<file path="src/assert_macros.svh">
// Assertion macros shared by the connection table RTL.
// Every macro samples on clk_i and is disabled while rst_ni is low.
`ifndef ASSERT_MACROS_SVH
`define ASSERT_MACROS_SVH

// A condition that must hold at every clock edge outside reset.
`define CTE_ASSERT_INV(label, expr) \
  label: assert property (@(posedge clk_i) disable iff (!rst_ni) (expr)) \
    else $error("invariant violated");

// A trigger that must be followed by a consequence in the next cycle.
`define CTE_ASSERT_NEXT(label, trig, cons) \
  label: assert property (@(posedge clk_i) disable iff (!rst_ni) (trig) |=> (cons)) \
    else $error("sequence violated");

`endif

</file>
<file path="src/cte_pkg.sv">
// Package for the connection table engine: table size, entry layout,
// command, status and sequencer state codes. Depends on nothing.
`default_nettype none

package cte_pkg;

  localparam int unsigned TABLE_ENTRIES = 32;
  localparam int unsigned IDX_W = $clog2(TABLE_ENTRIES);
  localparam int unsigned CNT_W = $clog2(TABLE_ENTRIES + 1);

  localparam logic [31:0] FIRST_CLIENT_ID = 32'd1;
  localparam logic [7:0]  ERROR_LIMIT_RST = 8'd3;
  localparam logic [7:0]  COUNT_MAX       = 8'hFF;

  typedef struct packed {
    logic [15:0] handle;
    logic [31:0] conn_id;
    logic [7:0]  errors;
    logic [7:0]  notifications;
  } entry_t;

  typedef enum logic [2:0] {
    CMD_ADD    = 3'd0,
    CMD_REMOVE = 3'd1,
    CMD_LOOKUP = 3'd2,
    CMD_ERROR  = 3'd3,
    CMD_CLEAR  = 3'd4,
    CMD_NOTIFY = 3'd5
  } cmd_e;

  typedef enum logic [1:0] {
    STS_OK           = 2'd0,
    STS_NOT_FOUND    = 2'd1,
    STS_FULL         = 2'd2,
    STS_DISCONNECTED = 2'd3
  } status_e;

  typedef enum logic [1:0] {
    ST_IDLE,
    ST_SCAN,
    ST_UPDATE
  } state_e;

endpackage

`default_nettype wire

</file>
<file path="src/cte_if.sv">
// Channel interfaces of the connection table engine: command, response and
// configuration write. Each carries valid, ready and its payload fields.
`default_nettype none

interface cte_cmd_if;
  logic        valid;
  logic        ready;
  logic [2:0]  command;
  logic [15:0] handle;
  logic [31:0] conn_id;
  logic        force_req;

  modport source (output valid, command, handle, conn_id, force_req, input ready);
  modport sink   (input valid, command, handle, conn_id, force_req, output ready);
endinterface

interface cte_rsp_if;
  logic        valid;
  logic        ready;
  logic [1:0]  status;
  logic [15:0] handle_out;
  logic [31:0] id_out;
  logic        close_handle;
  logic        drop_subscriptions;

  modport source (output valid, status, handle_out, id_out, close_handle,
                  drop_subscriptions, input ready);
  modport sink   (input valid, status, handle_out, id_out, close_handle,
                  drop_subscriptions, output ready);
endinterface

interface cte_cfg_if;
  logic       valid;
  logic       ready;
  logic [7:0] error_limit;

  modport source (output valid, error_limit, input ready);
  modport sink   (input valid, error_limit, output ready);
endinterface

`default_nettype wire

</file>
<file path="src/connection_table_engine.sv">
// Connection table engine: a fixed table of client connections scanned by
// one shared compare unit. Depends on cte_pkg, cte_if.sv and assert_macros.svh.
//
// Commands arrive on cmd_i as valid/ready transactions carrying a command
// code, a connection handle, a client id and a force flag; each one yields
// exactly one response transaction on rsp_o. The user must write the error
// limit on cfg_i, always ready, only while no command is in flight; unchecked.
//
// A command is accepted only while the sequencer is idle. The table is read
// one entry per cycle into a read register and compared there; the scan stops
// at the first match or after the last entry, and the update step then
// registers the response. Unknown commands and error or notification reports
// with handle zero skip the scan. The sequencer is idle again, ready for the
// next command, once the response is registered.
//
// A response waits in an output register while the receiver stalls; one
// more command may be accepted meanwhile and its response is held in the
// update step, with cmd_i not ready, until the register frees up. Reset
// empties the table and sets the next client id to 1 and the error limit to 3.
`default_nettype none

`include "assert_macros.svh"

module connection_table_engine (
  input  wire        clk_i,
  input  wire        rst_ni,
  cte_cfg_if.sink    cfg_i,
  cte_cmd_if.sink    cmd_i,
  cte_rsp_if.source  rsp_o
);

  localparam int unsigned N     = cte_pkg::TABLE_ENTRIES;
  localparam int unsigned IDX_W = cte_pkg::IDX_W;
  localparam int unsigned CNT_W = cte_pkg::CNT_W;

  // Sequencer and command registers.
  cte_pkg::state_e state_q, state_d;
  logic [2:0]      cmd_q;
  logic [15:0]     handle_q;
  logic [31:0]     cid_q;
  logic            force_q;
  logic            hit_q, hit_d;

  // Scan pipeline: the issue counter addresses the memory, and the read
  // data with its index is registered and compared in the following cycle.
  logic [CNT_W-1:0] scan_cnt_q, scan_cnt_d;
  logic             pipe_vld_q, pipe_vld_d;
  logic             rd_en;
  cte_pkg::entry_t  rd_q;
  logic [IDX_W-1:0] rd_idx_q;

  // Table storage. Valid bits are flip-flops so reset empties the table.
  cte_pkg::entry_t  entry_mem [N];
  logic [N-1:0]     valid_q, valid_d;
  logic             mem_we;
  cte_pkg::entry_t  mem_wdata;

  logic [31:0] next_id_q, next_id_d;
  logic [31:0] next_id_inc;
  logic [7:0]  err_limit_q;
  logic [7:0]  err_inc;
  logic        rd_valid;
  logic        match;
  logic        skip_scan;

  // Response register.
  logic        rsp_valid_q, rsp_valid_d;
  logic        rsp_load;
  logic [1:0]  status_q, status_d;
  logic [15:0] handle_out_q, handle_out_d;
  logic [31:0] id_out_q, id_out_d;
  logic        close_q, close_d;
  logic        drop_q, drop_d;

  assign cfg_i.ready = 1'b1;
  assign cmd_i.ready = (state_q == cte_pkg::ST_IDLE);

  assign rsp_o.valid              = rsp_valid_q;
  assign rsp_o.status             = status_q;
  assign rsp_o.handle_out         = handle_out_q;
  assign rsp_o.id_out             = id_out_q;
  assign rsp_o.close_handle       = close_q;
  assign rsp_o.drop_subscriptions = drop_q;

  // Commands that never touch the table go straight to the update step.
  assign skip_scan = (cmd_i.command > cte_pkg::CMD_NOTIFY) ||
                     (((cmd_i.command == cte_pkg::CMD_ERROR) ||
                       (cmd_i.command == cte_pkg::CMD_NOTIFY)) &&
                      (cmd_i.handle == 16'd0));

  assign rd_valid = valid_q[rd_idx_q];

  // Shared compare unit, one entry per cycle: key match or free entry for add.
  always_comb begin
    case (cmd_q)
      cte_pkg::CMD_ADD:    match = !rd_valid;
      cte_pkg::CMD_REMOVE: match = rd_valid && (rd_q.handle == handle_q) &&
                                   (force_q || (rd_q.conn_id == cid_q));
      cte_pkg::CMD_LOOKUP: match = rd_valid && (rd_q.conn_id == cid_q);
      cte_pkg::CMD_ERROR,
      cte_pkg::CMD_CLEAR,
      cte_pkg::CMD_NOTIFY: match = rd_valid && (rd_q.handle == handle_q);
      default:             match = 1'b0;
    endcase
  end

  assign next_id_inc = next_id_q + 32'd1;
  assign err_inc     = (rd_q.errors == cte_pkg::COUNT_MAX) ? rd_q.errors
                                                          : rd_q.errors + 8'd1;

  always_comb begin
    state_d      = state_q;
    scan_cnt_d   = scan_cnt_q;
    pipe_vld_d   = pipe_vld_q;
    hit_d        = hit_q;
    rd_en        = 1'b0;
    mem_we       = 1'b0;
    mem_wdata    = rd_q;
    valid_d      = valid_q;
    next_id_d    = next_id_q;
    rsp_load     = 1'b0;
    status_d     = cte_pkg::STS_OK;
    handle_out_d = 16'd0;
    id_out_d     = 32'd0;
    close_d      = 1'b0;
    drop_d       = 1'b0;

    case (state_q)
      cte_pkg::ST_IDLE: begin
        if (cmd_i.valid) begin
          scan_cnt_d = '0;
          pipe_vld_d = 1'b0;
          hit_d      = 1'b0;
          state_d    = skip_scan ? cte_pkg::ST_UPDATE : cte_pkg::ST_SCAN;
        end
      end

      cte_pkg::ST_SCAN: begin
        if (pipe_vld_q && match) begin
          // Hold the read register: it carries the hit entry into update.
          hit_d   = 1'b1;
          state_d = cte_pkg::ST_UPDATE;
        end else if (pipe_vld_q && (rd_idx_q == IDX_W'(N - 1))) begin
          hit_d   = 1'b0;
          state_d = cte_pkg::ST_UPDATE;
        end else if (scan_cnt_q < CNT_W'(N)) begin
          rd_en      = 1'b1;
          scan_cnt_d = scan_cnt_q + CNT_W'(1);
          pipe_vld_d = 1'b1;
        end
      end

      cte_pkg::ST_UPDATE: begin
        if (!rsp_valid_q || rsp_o.ready) begin
          rsp_load = 1'b1;
          state_d  = cte_pkg::ST_IDLE;
          case (cmd_q)
            cte_pkg::CMD_ADD: begin
              if (hit_q) begin
                mem_we            = 1'b1;
                mem_wdata         = '{handle: handle_q, conn_id: next_id_q,
                                      errors: 8'd0, notifications: 8'd0};
                valid_d[rd_idx_q] = 1'b1;
                id_out_d          = next_id_q;
                // Ids skip all-ones and zero and restart at one.
                if ((next_id_inc == '1) || (next_id_inc == '0)) begin
                  next_id_d = cte_pkg::FIRST_CLIENT_ID;
                end else begin
                  next_id_d = next_id_inc;
                end
              end else begin
                status_d = cte_pkg::STS_FULL;
              end
            end
            cte_pkg::CMD_REMOVE: begin
              if (hit_q) begin
                valid_d[rd_idx_q] = 1'b0;
                close_d           = 1'b1;
                drop_d            = |rd_q.notifications;
              end else begin
                status_d = cte_pkg::STS_NOT_FOUND;
              end
            end
            cte_pkg::CMD_LOOKUP: begin
              if (hit_q) begin
                handle_out_d = rd_q.handle;
              end else begin
                status_d = cte_pkg::STS_NOT_FOUND;
              end
            end
            cte_pkg::CMD_ERROR: begin
              if (hit_q) begin
                if (err_inc >= err_limit_q) begin
                  valid_d[rd_idx_q] = 1'b0;
                  close_d           = 1'b1;
                  status_d          = cte_pkg::STS_DISCONNECTED;
                end else begin
                  mem_we           = 1'b1;
                  mem_wdata.errors = err_inc;
                end
              end
            end
            cte_pkg::CMD_CLEAR: begin
              if (hit_q) begin
                mem_we           = 1'b1;
                mem_wdata.errors = 8'd0;
              end
            end
            cte_pkg::CMD_NOTIFY: begin
              if (hit_q && (rd_q.notifications != cte_pkg::COUNT_MAX)) begin
                mem_we                  = 1'b1;
                mem_wdata.notifications = rd_q.notifications + 8'd1;
              end
            end
            default: begin
            end
          endcase
        end
      end

      default: state_d = cte_pkg::ST_IDLE;
    endcase
  end

  always_comb begin
    if (rsp_load) begin
      rsp_valid_d = 1'b1;
    end else if (rsp_o.ready) begin
      rsp_valid_d = 1'b0;
    end else begin
      rsp_valid_d = rsp_valid_q;
    end
  end

  // Control state.
  always_ff @(posedge clk_i or negedge rst_ni) begin
    if (!rst_ni) begin
      state_q     <= cte_pkg::ST_IDLE;
      scan_cnt_q  <= '0;
      pipe_vld_q  <= 1'b0;
      hit_q       <= 1'b0;
      valid_q     <= '0;
      next_id_q   <= cte_pkg::FIRST_CLIENT_ID;
      err_limit_q <= cte_pkg::ERROR_LIMIT_RST;
      rsp_valid_q <= 1'b0;
    end else begin
      state_q     <= state_d;
      scan_cnt_q  <= scan_cnt_d;
      pipe_vld_q  <= pipe_vld_d;
      hit_q       <= hit_d;
      valid_q     <= valid_d;
      next_id_q   <= next_id_d;
      rsp_valid_q <= rsp_valid_d;
      if (cfg_i.valid) begin
        err_limit_q <= cfg_i.error_limit;
      end
    end
  end

  // Command capture and response payload.
  always_ff @(posedge clk_i) begin
    if (cmd_i.valid && cmd_i.ready) begin
      cmd_q    <= cmd_i.command;
      handle_q <= cmd_i.handle;
      cid_q    <= cmd_i.conn_id;
      force_q  <= cmd_i.force_req;
    end
    if (rsp_load) begin
      status_q     <= status_d;
      handle_out_q <= handle_out_d;
      id_out_q     <= id_out_d;
      close_q      <= close_d;
      drop_q       <= drop_d;
    end
  end

  // Table memory: one registered read port for the scan, one write port.
  always_ff @(posedge clk_i) begin
    if (rd_en) begin
      rd_q     <= entry_mem[scan_cnt_q[IDX_W-1:0]];
      rd_idx_q <= scan_cnt_q[IDX_W-1:0];
    end
    if (mem_we) begin
      entry_mem[rd_idx_q] <= mem_wdata;
    end
  end

  `CTE_ASSERT_INV(a_next_id_legal, (next_id_q != '0) && (next_id_q != '1))
  `CTE_ASSERT_INV(a_scan_bound, scan_cnt_q <= CNT_W'(N))
  `CTE_ASSERT_NEXT(a_accept_busy, cmd_i.valid && cmd_i.ready, state_q != cte_pkg::ST_IDLE)
  `CTE_ASSERT_INV(a_rsp_from_update, !$rose(rsp_valid_q) || $past(state_q == cte_pkg::ST_UPDATE))

endmodule

`default_nettype wire
</file>
<file path="src/flat_wrapper.sv">
// flat-port wrapper written by rule: the top's interface ports become plain ports
module connection_table_engine_flat 
  (clk_i, rst_ni, cfg_i_valid, cfg_i_error_limit, cfg_i_ready, cmd_i_valid, cmd_i_command, cmd_i_handle, cmd_i_conn_id, cmd_i_force_req, cmd_i_ready, rsp_o_valid, rsp_o_status, rsp_o_handle_out, rsp_o_id_out, rsp_o_close_handle, rsp_o_drop_subscriptions, rsp_o_ready);
  cte_cfg_if cfg_i_i ();
  cte_cmd_if cmd_i_i ();
  cte_rsp_if rsp_o_i ();
  input  wire clk_i;
  input  wire rst_ni;
  input wire logic [$bits(cfg_i_i.valid)-1:0] cfg_i_valid;
  input wire logic [$bits(cfg_i_i.error_limit)-1:0] cfg_i_error_limit;
  output wire logic [$bits(cfg_i_i.ready)-1:0] cfg_i_ready;
  input wire logic [$bits(cmd_i_i.valid)-1:0] cmd_i_valid;
  input wire logic [$bits(cmd_i_i.command)-1:0] cmd_i_command;
  input wire logic [$bits(cmd_i_i.handle)-1:0] cmd_i_handle;
  input wire logic [$bits(cmd_i_i.conn_id)-1:0] cmd_i_conn_id;
  input wire logic [$bits(cmd_i_i.force_req)-1:0] cmd_i_force_req;
  output wire logic [$bits(cmd_i_i.ready)-1:0] cmd_i_ready;
  output wire logic [$bits(rsp_o_i.valid)-1:0] rsp_o_valid;
  output wire logic [$bits(rsp_o_i.status)-1:0] rsp_o_status;
  output wire logic [$bits(rsp_o_i.handle_out)-1:0] rsp_o_handle_out;
  output wire logic [$bits(rsp_o_i.id_out)-1:0] rsp_o_id_out;
  output wire logic [$bits(rsp_o_i.close_handle)-1:0] rsp_o_close_handle;
  output wire logic [$bits(rsp_o_i.drop_subscriptions)-1:0] rsp_o_drop_subscriptions;
  input wire logic [$bits(rsp_o_i.ready)-1:0] rsp_o_ready;
  assign cfg_i_i.valid = cfg_i_valid;
  assign cfg_i_i.error_limit = cfg_i_error_limit;
  assign cfg_i_ready = cfg_i_i.ready;
  assign cmd_i_i.valid = cmd_i_valid;
  assign cmd_i_i.command = cmd_i_command;
  assign cmd_i_i.handle = cmd_i_handle;
  assign cmd_i_i.conn_id = cmd_i_conn_id;
  assign cmd_i_i.force_req = cmd_i_force_req;
  assign cmd_i_ready = cmd_i_i.ready;
  assign rsp_o_valid = rsp_o_i.valid;
  assign rsp_o_status = rsp_o_i.status;
  assign rsp_o_handle_out = rsp_o_i.handle_out;
  assign rsp_o_id_out = rsp_o_i.id_out;
  assign rsp_o_close_handle = rsp_o_i.close_handle;
  assign rsp_o_drop_subscriptions = rsp_o_i.drop_subscriptions;
  assign rsp_o_i.ready = rsp_o_ready;
  connection_table_engine u_core (.clk_i(clk_i), .rst_ni(rst_ni), .cfg_i(cfg_i_i), .cmd_i(cmd_i_i), .rsp_o(rsp_o_i));
endmodule
</file>
<file path="config.mk">
export PLATFORM = sky130hd
export DESIGN_NAME = connection_table_engine_flat
export DESIGN_NICKNAME = d
export VERILOG_FILES = /design/src/cte_pkg.sv /design/src/cte_if.sv /design/src/connection_table_engine.sv /design/src/flat_wrapper.sv
export VERILOG_INCLUDE_DIRS = /design/src /design/src/src
export SDC_FILE = /design/constraint.sdc
export NUM_CORES = 2
export LEC_CHECK = 0
export ABC_AREA = 0
export BUFFER_PORTS_ARGS = -buffer_cell sky130_fd_sc_hd__buf_2
export CAP_MARGIN = 20
export CORE_UTILIZATION = 45
export DETAILED_ROUTE_END_ITERATION = 12
export GPL_ROUTABILITY_DRIVEN = 0
export PLACE_DENSITY = 0.66
export SYNTH_ARGS = -nofsm -noshare
export SYNTH_HDL_FRONTEND = slang
export SYNTH_SLANG_ARGS = --single-unit
</file>
<file path="constraint.sdc">
create_clock -name clk_i -period 6.88 [get_ports clk_i]
set_clock_uncertainty 0.1 [all_clocks]
set_input_delay 1.376 -clock clk_i [delete_from_list [all_inputs] [get_ports clk_i]]
set_output_delay 1.376 -clock clk_i [all_outputs]
set_load 0.005 [all_outputs]
</file>
==> impl_metrics.env <==
export IMPL_outcome="complete, no violations"
export IMPL_period_minus_slack_ns=5.573
export IMPL_setup_viol=0
export IMPL_clkTransAtPathRegs_ns=0.06
export IMPL_leakage_nw=32.08
export IMPL_grt_pass1_wl_um=316800
export IMPL_nets=4403
export IMPL_ys_dominant_reg_cell="edfxtp_1"
export IMPL_cp_startpoint="u_core.rd_q[8]"
export IMPL_yosysMostFrequentCell="edfxtp_1"
export IMPL_overflow=0
export IMPL_p_int_mw=29.08
export IMPL_dieArea_um2=201100
export IMPL_post_cts_buffers=0
export IMPL_core_area_um2=197600
export IMPL_cts_root_buffer="clkbuf_16"
export IMPL_r2r_cells=18
export IMPL_end_kind="flop"
export IMPL_yosys_top_cells_area="edfxtp_1, mux4_2, dfrtp_1"
export IMPL_rsz0062_at_grt="false"
export IMPL_synth_fa_ha_area_share_pct=0.2064
export IMPL_tns_ns=0
export IMPL_cts_buffers_inserted=225
export IMPL_worstMarginPinSlew_ns=1.206
export IMPL_grt_max_degree=130
export IMPL_drt_iter0_drc=5082
export IMPL_ant_nets=0
export IMPL_drcViolationCount=0
export IMPL_cp_cell_sequence="ha_1 > nand2_1 > nor2_1 > nand3_1 > xnor2_1 > ha_1 > nand2b_1 > a21o_1 > a21o_1 > a21o_1 > a211oi_1 > o21bai_1 > a21oi_1 > a311o_1 > nand4_1 > buf_4 > nor2_4 > buf_12"
export IMPL_p_seq_share_pct=45.2
export IMPL_synth_largest_area_cell="edfxtp_1"
export IMPL_fin_cells=7148
export IMPL_netSwitchingPower_mw=11.90
export IMPL_yosys_area_top_type_share_pct=74.34
export IMPL_async_flop_share_pct=3.602
export IMPL_synth_seq_area_share_pct=76.66
export IMPL_reg2reg_setup_slack_ns=1.31
export IMPL_max_cap_viol_count=0
export IMPL_total_power_mw=40.98
export IMPL_synthTopCellsByCount="edfxtp_1, mux4_2, clkbuf_1"
export IMPL_peakVddDrop_mv=0.2868
export IMPL_hold_ws_ns=0.3373
export IMPL_slowest_delay_ns=0.55
export IMPL_synth_seq_cells=2304
export IMPL_postCtsHoldBufs=0
export IMPL_hold_viol=0
export IMPL_final_layout_size_suffix_gt1_share_pct=30.15
export IMPL_cp_common_cell="a21o_1"
export IMPL_start_util_pct=45.39
export IMPL_clk_latency_ns=0.85
export IMPL_synth_compound_area_share_pct=1.798
export IMPL_synth_xor_area_share_pct=0.7225
export IMPL_arrival_ns=5.91
export IMPL_drt_vias_per_instance=6.046
export IMPL_avgSynthCellArea_um2=22.21
export IMPL_p_per_area_nw_per_um2=400.9
export IMPL_switching_share_pct=29.03
export IMPL_p_clk_share_pct=28.7
export IMPL_period_share_pct=81.01
export IMPL_synth_enable_flop_cells=2221
export IMPL_syn_nets=4119
export IMPL_synthCells=4040
export IMPL_syn_cell_area_um2=89710
export IMPL_io_pins=120
export IMPL_rows=163
export IMPL_reg2reg_to="u_core.entry_mem[23][45]"
export IMPL_drv_slew=0
export IMPL_clock_fmax_mhz=179.4
export IMPL_numPortBuffers=118
export IMPL_antenna_found_initial=4
export IMPL_vias=43220
export IMPL_dr_pass1_iters=6
export IMPL_synth_distinct_cells=67
export IMPL_yosysWarnings=0
export IMPL_path_class="flop to flop"
export IMPL_wire_per_inst_um=30.83
export IMPL_relSlewSlack_pct=19.61
export IMPL_routed_wl_um=220300
export IMPL_r2r_start="u_core.rd_q[8]"
export IMPL_cts_max_path_buffers=3
export IMPL_die_height_um=448.5
export IMPL_worst_ep_required_time_ns=7.21
export IMPL_grt_pass1_vias=43460
export IMPL_startpoint_type="flop"
export IMPL_placed_cells=6709
export IMPL_synth_mux_area_share_pct=17.13
export IMPL_cp_max_fo=53
export IMPL_hold_path_class="input port to async pin"
export IMPL_grt_usage_pct=22.07
export IMPL_cts_resized=0
export IMPL_clock_sinks=2304
export IMPL_synth_top_family_by_area="multiplexers"
export IMPL_pwr_share_comb_pct=26.0
export IMPL_die_width_um=448.5
export IMPL_syn2layout_area_growth_pct=13.93
export IMPL_htreeDepth=4
export IMPL_dpl_hpwl_um=123900
export IMPL_crit_slowest_cell="nor2_4"
export IMPL_cts_tree="done"
export IMPL_synth_simple_area_share_pct=2.398
==> power groups by stage <==
stage               Sequential [mW]  Combinational (mW)  Clock (mW)
floorplan                      18.3                6.98           0
global placement               18.9                10.1           0
detailed placement             18.9                10.3           0
CTS                            18.6                10.4        11.9
global route                   18.6                11.3        12.5
finish                         18.5                10.7        11.8
==> registers in the layout, indices dropped and copies added (netlist names), 3 cells and up, named ones only <==
signal	cells
u_core.rd_q	64
u_core.cmd_q	3
u_core.entry_mem	2048
u_core.rsp_o.id_out	32
u_core.rsp_o.handle_out	16
u_core.rd_idx_q	5
u_core.next_id_q	32
u_core.handle_q	16
u_core.cid_q	32
u_core.err_limit_q	8
u_core.scan_cnt_q	6
==> kinds of logic (layout without fill, tap and decap cells) <==
group           after synthesis  after routing
compound gates              251            251
xor+xnor                     74             74
fa+ha+maj                    15             15
buf+inv                     247            714
flops                      2304           2304
mux                         717            717
other cells                   1              2
simple gates                431            431
==> placed cells by master (no fill, tap or decap), types with 14 or more instances in the layout <==
master / count
o21ai_0: 29
buf_16: 22
dfrtp_1: 75
nand3_1: 43
a22o_1: 15
xnor2_1: 19
buf_4: 96
edfxtp_1: 2221
clkinv_2: 36
clkbuf_16: 227
mux4_2: 648
xor2_1: 55
bufinv_16: 14
buf_12: 33
nor4_1: 18
a21o_1: 37
a21oi_1: 72
nor2_4: 32
ha_1: 14
mux2_2: 68
clkinv_1: 55
a31oi_1: 50
clkbuf_1: 57
nand4_1: 26
buf_2: 118
nor2_1: 63
nor3_1: 20
and2_1: 42
inv_1: 24
nand2_1: 120
==> metrics by stage <==
stage                     setup WS [ns]  utilization (%)  area (µm²)
after floorplan                  0.3143                -       89710
after global placement            1.306            47.78       94430
after detailed placement          1.404            47.85       94560
after CTS                         1.340            51.39      101600
after global routing             0.9941            51.72      102200
final                             1.307            51.72      102200
==> how the worst max path moves through the flow <==
stage                                    end  slack (ns)  depth (start not counted)
finish              u_core.entry_mem[23][45]        1.31                         18
floorplan             u_core.entry_mem[5][0]        0.31                         15
global placement    u_core.entry_mem[14][60]        1.31                         18
global route         u_core.entry_mem[14][0]        0.99                         18
CTS                  u_core.entry_mem[14][0]        1.34                         18
detailed placement  u_core.entry_mem[14][60]        1.40                         18
==> metal layers <==
metal / wire [µm] / vias to the layer above / part of all wire (%) / global-route usage, %
met5: 13 / - / 0.0059 / 0
met4: 5488 / 2 / 2.5 / 6.008
met3: 15580 / 306 / 7.1 / 3.545
met2: 111600 / 1934 / 51 / 36.76
met1: 87640 / 23370 / 40 / 30.33
li1: - / 17610 / - / -
==> worst max-delay path: cells and delay by family (launching register included) <==
| kind | cells | cell delay (ns) |
|---|---|---|
| compound gates | 7 | 1.69 |
| simple gates | 6 | 1.37 |
| fa+ha+maj | 2 | 0.51 |
| xor+xnor | 1 | 0.25 |
| flops | 1 | 0.46 |
| buf+inv | 2 | 0.61 |
==> final cells by class <==
| class | count | area (µm²) |
|---|---|---|
| Sequential cell | 2304 | 68790 |
| Fill cell | 15030 | 95420 |
| Clock inverter | 126 | 1112 |
| Timing Repair Buffer | 278 | 2723 |
| Inverter | 26 | 100.1 |
| Antenna cell | 1 | 2.502 |
| Multi-Input combinational cell | 1489 | 20290 |
| Tap cell | 2640 | 3303 |
| Clock buffer | 284 | 5883 |
Power figures use the tool's default switching activity.
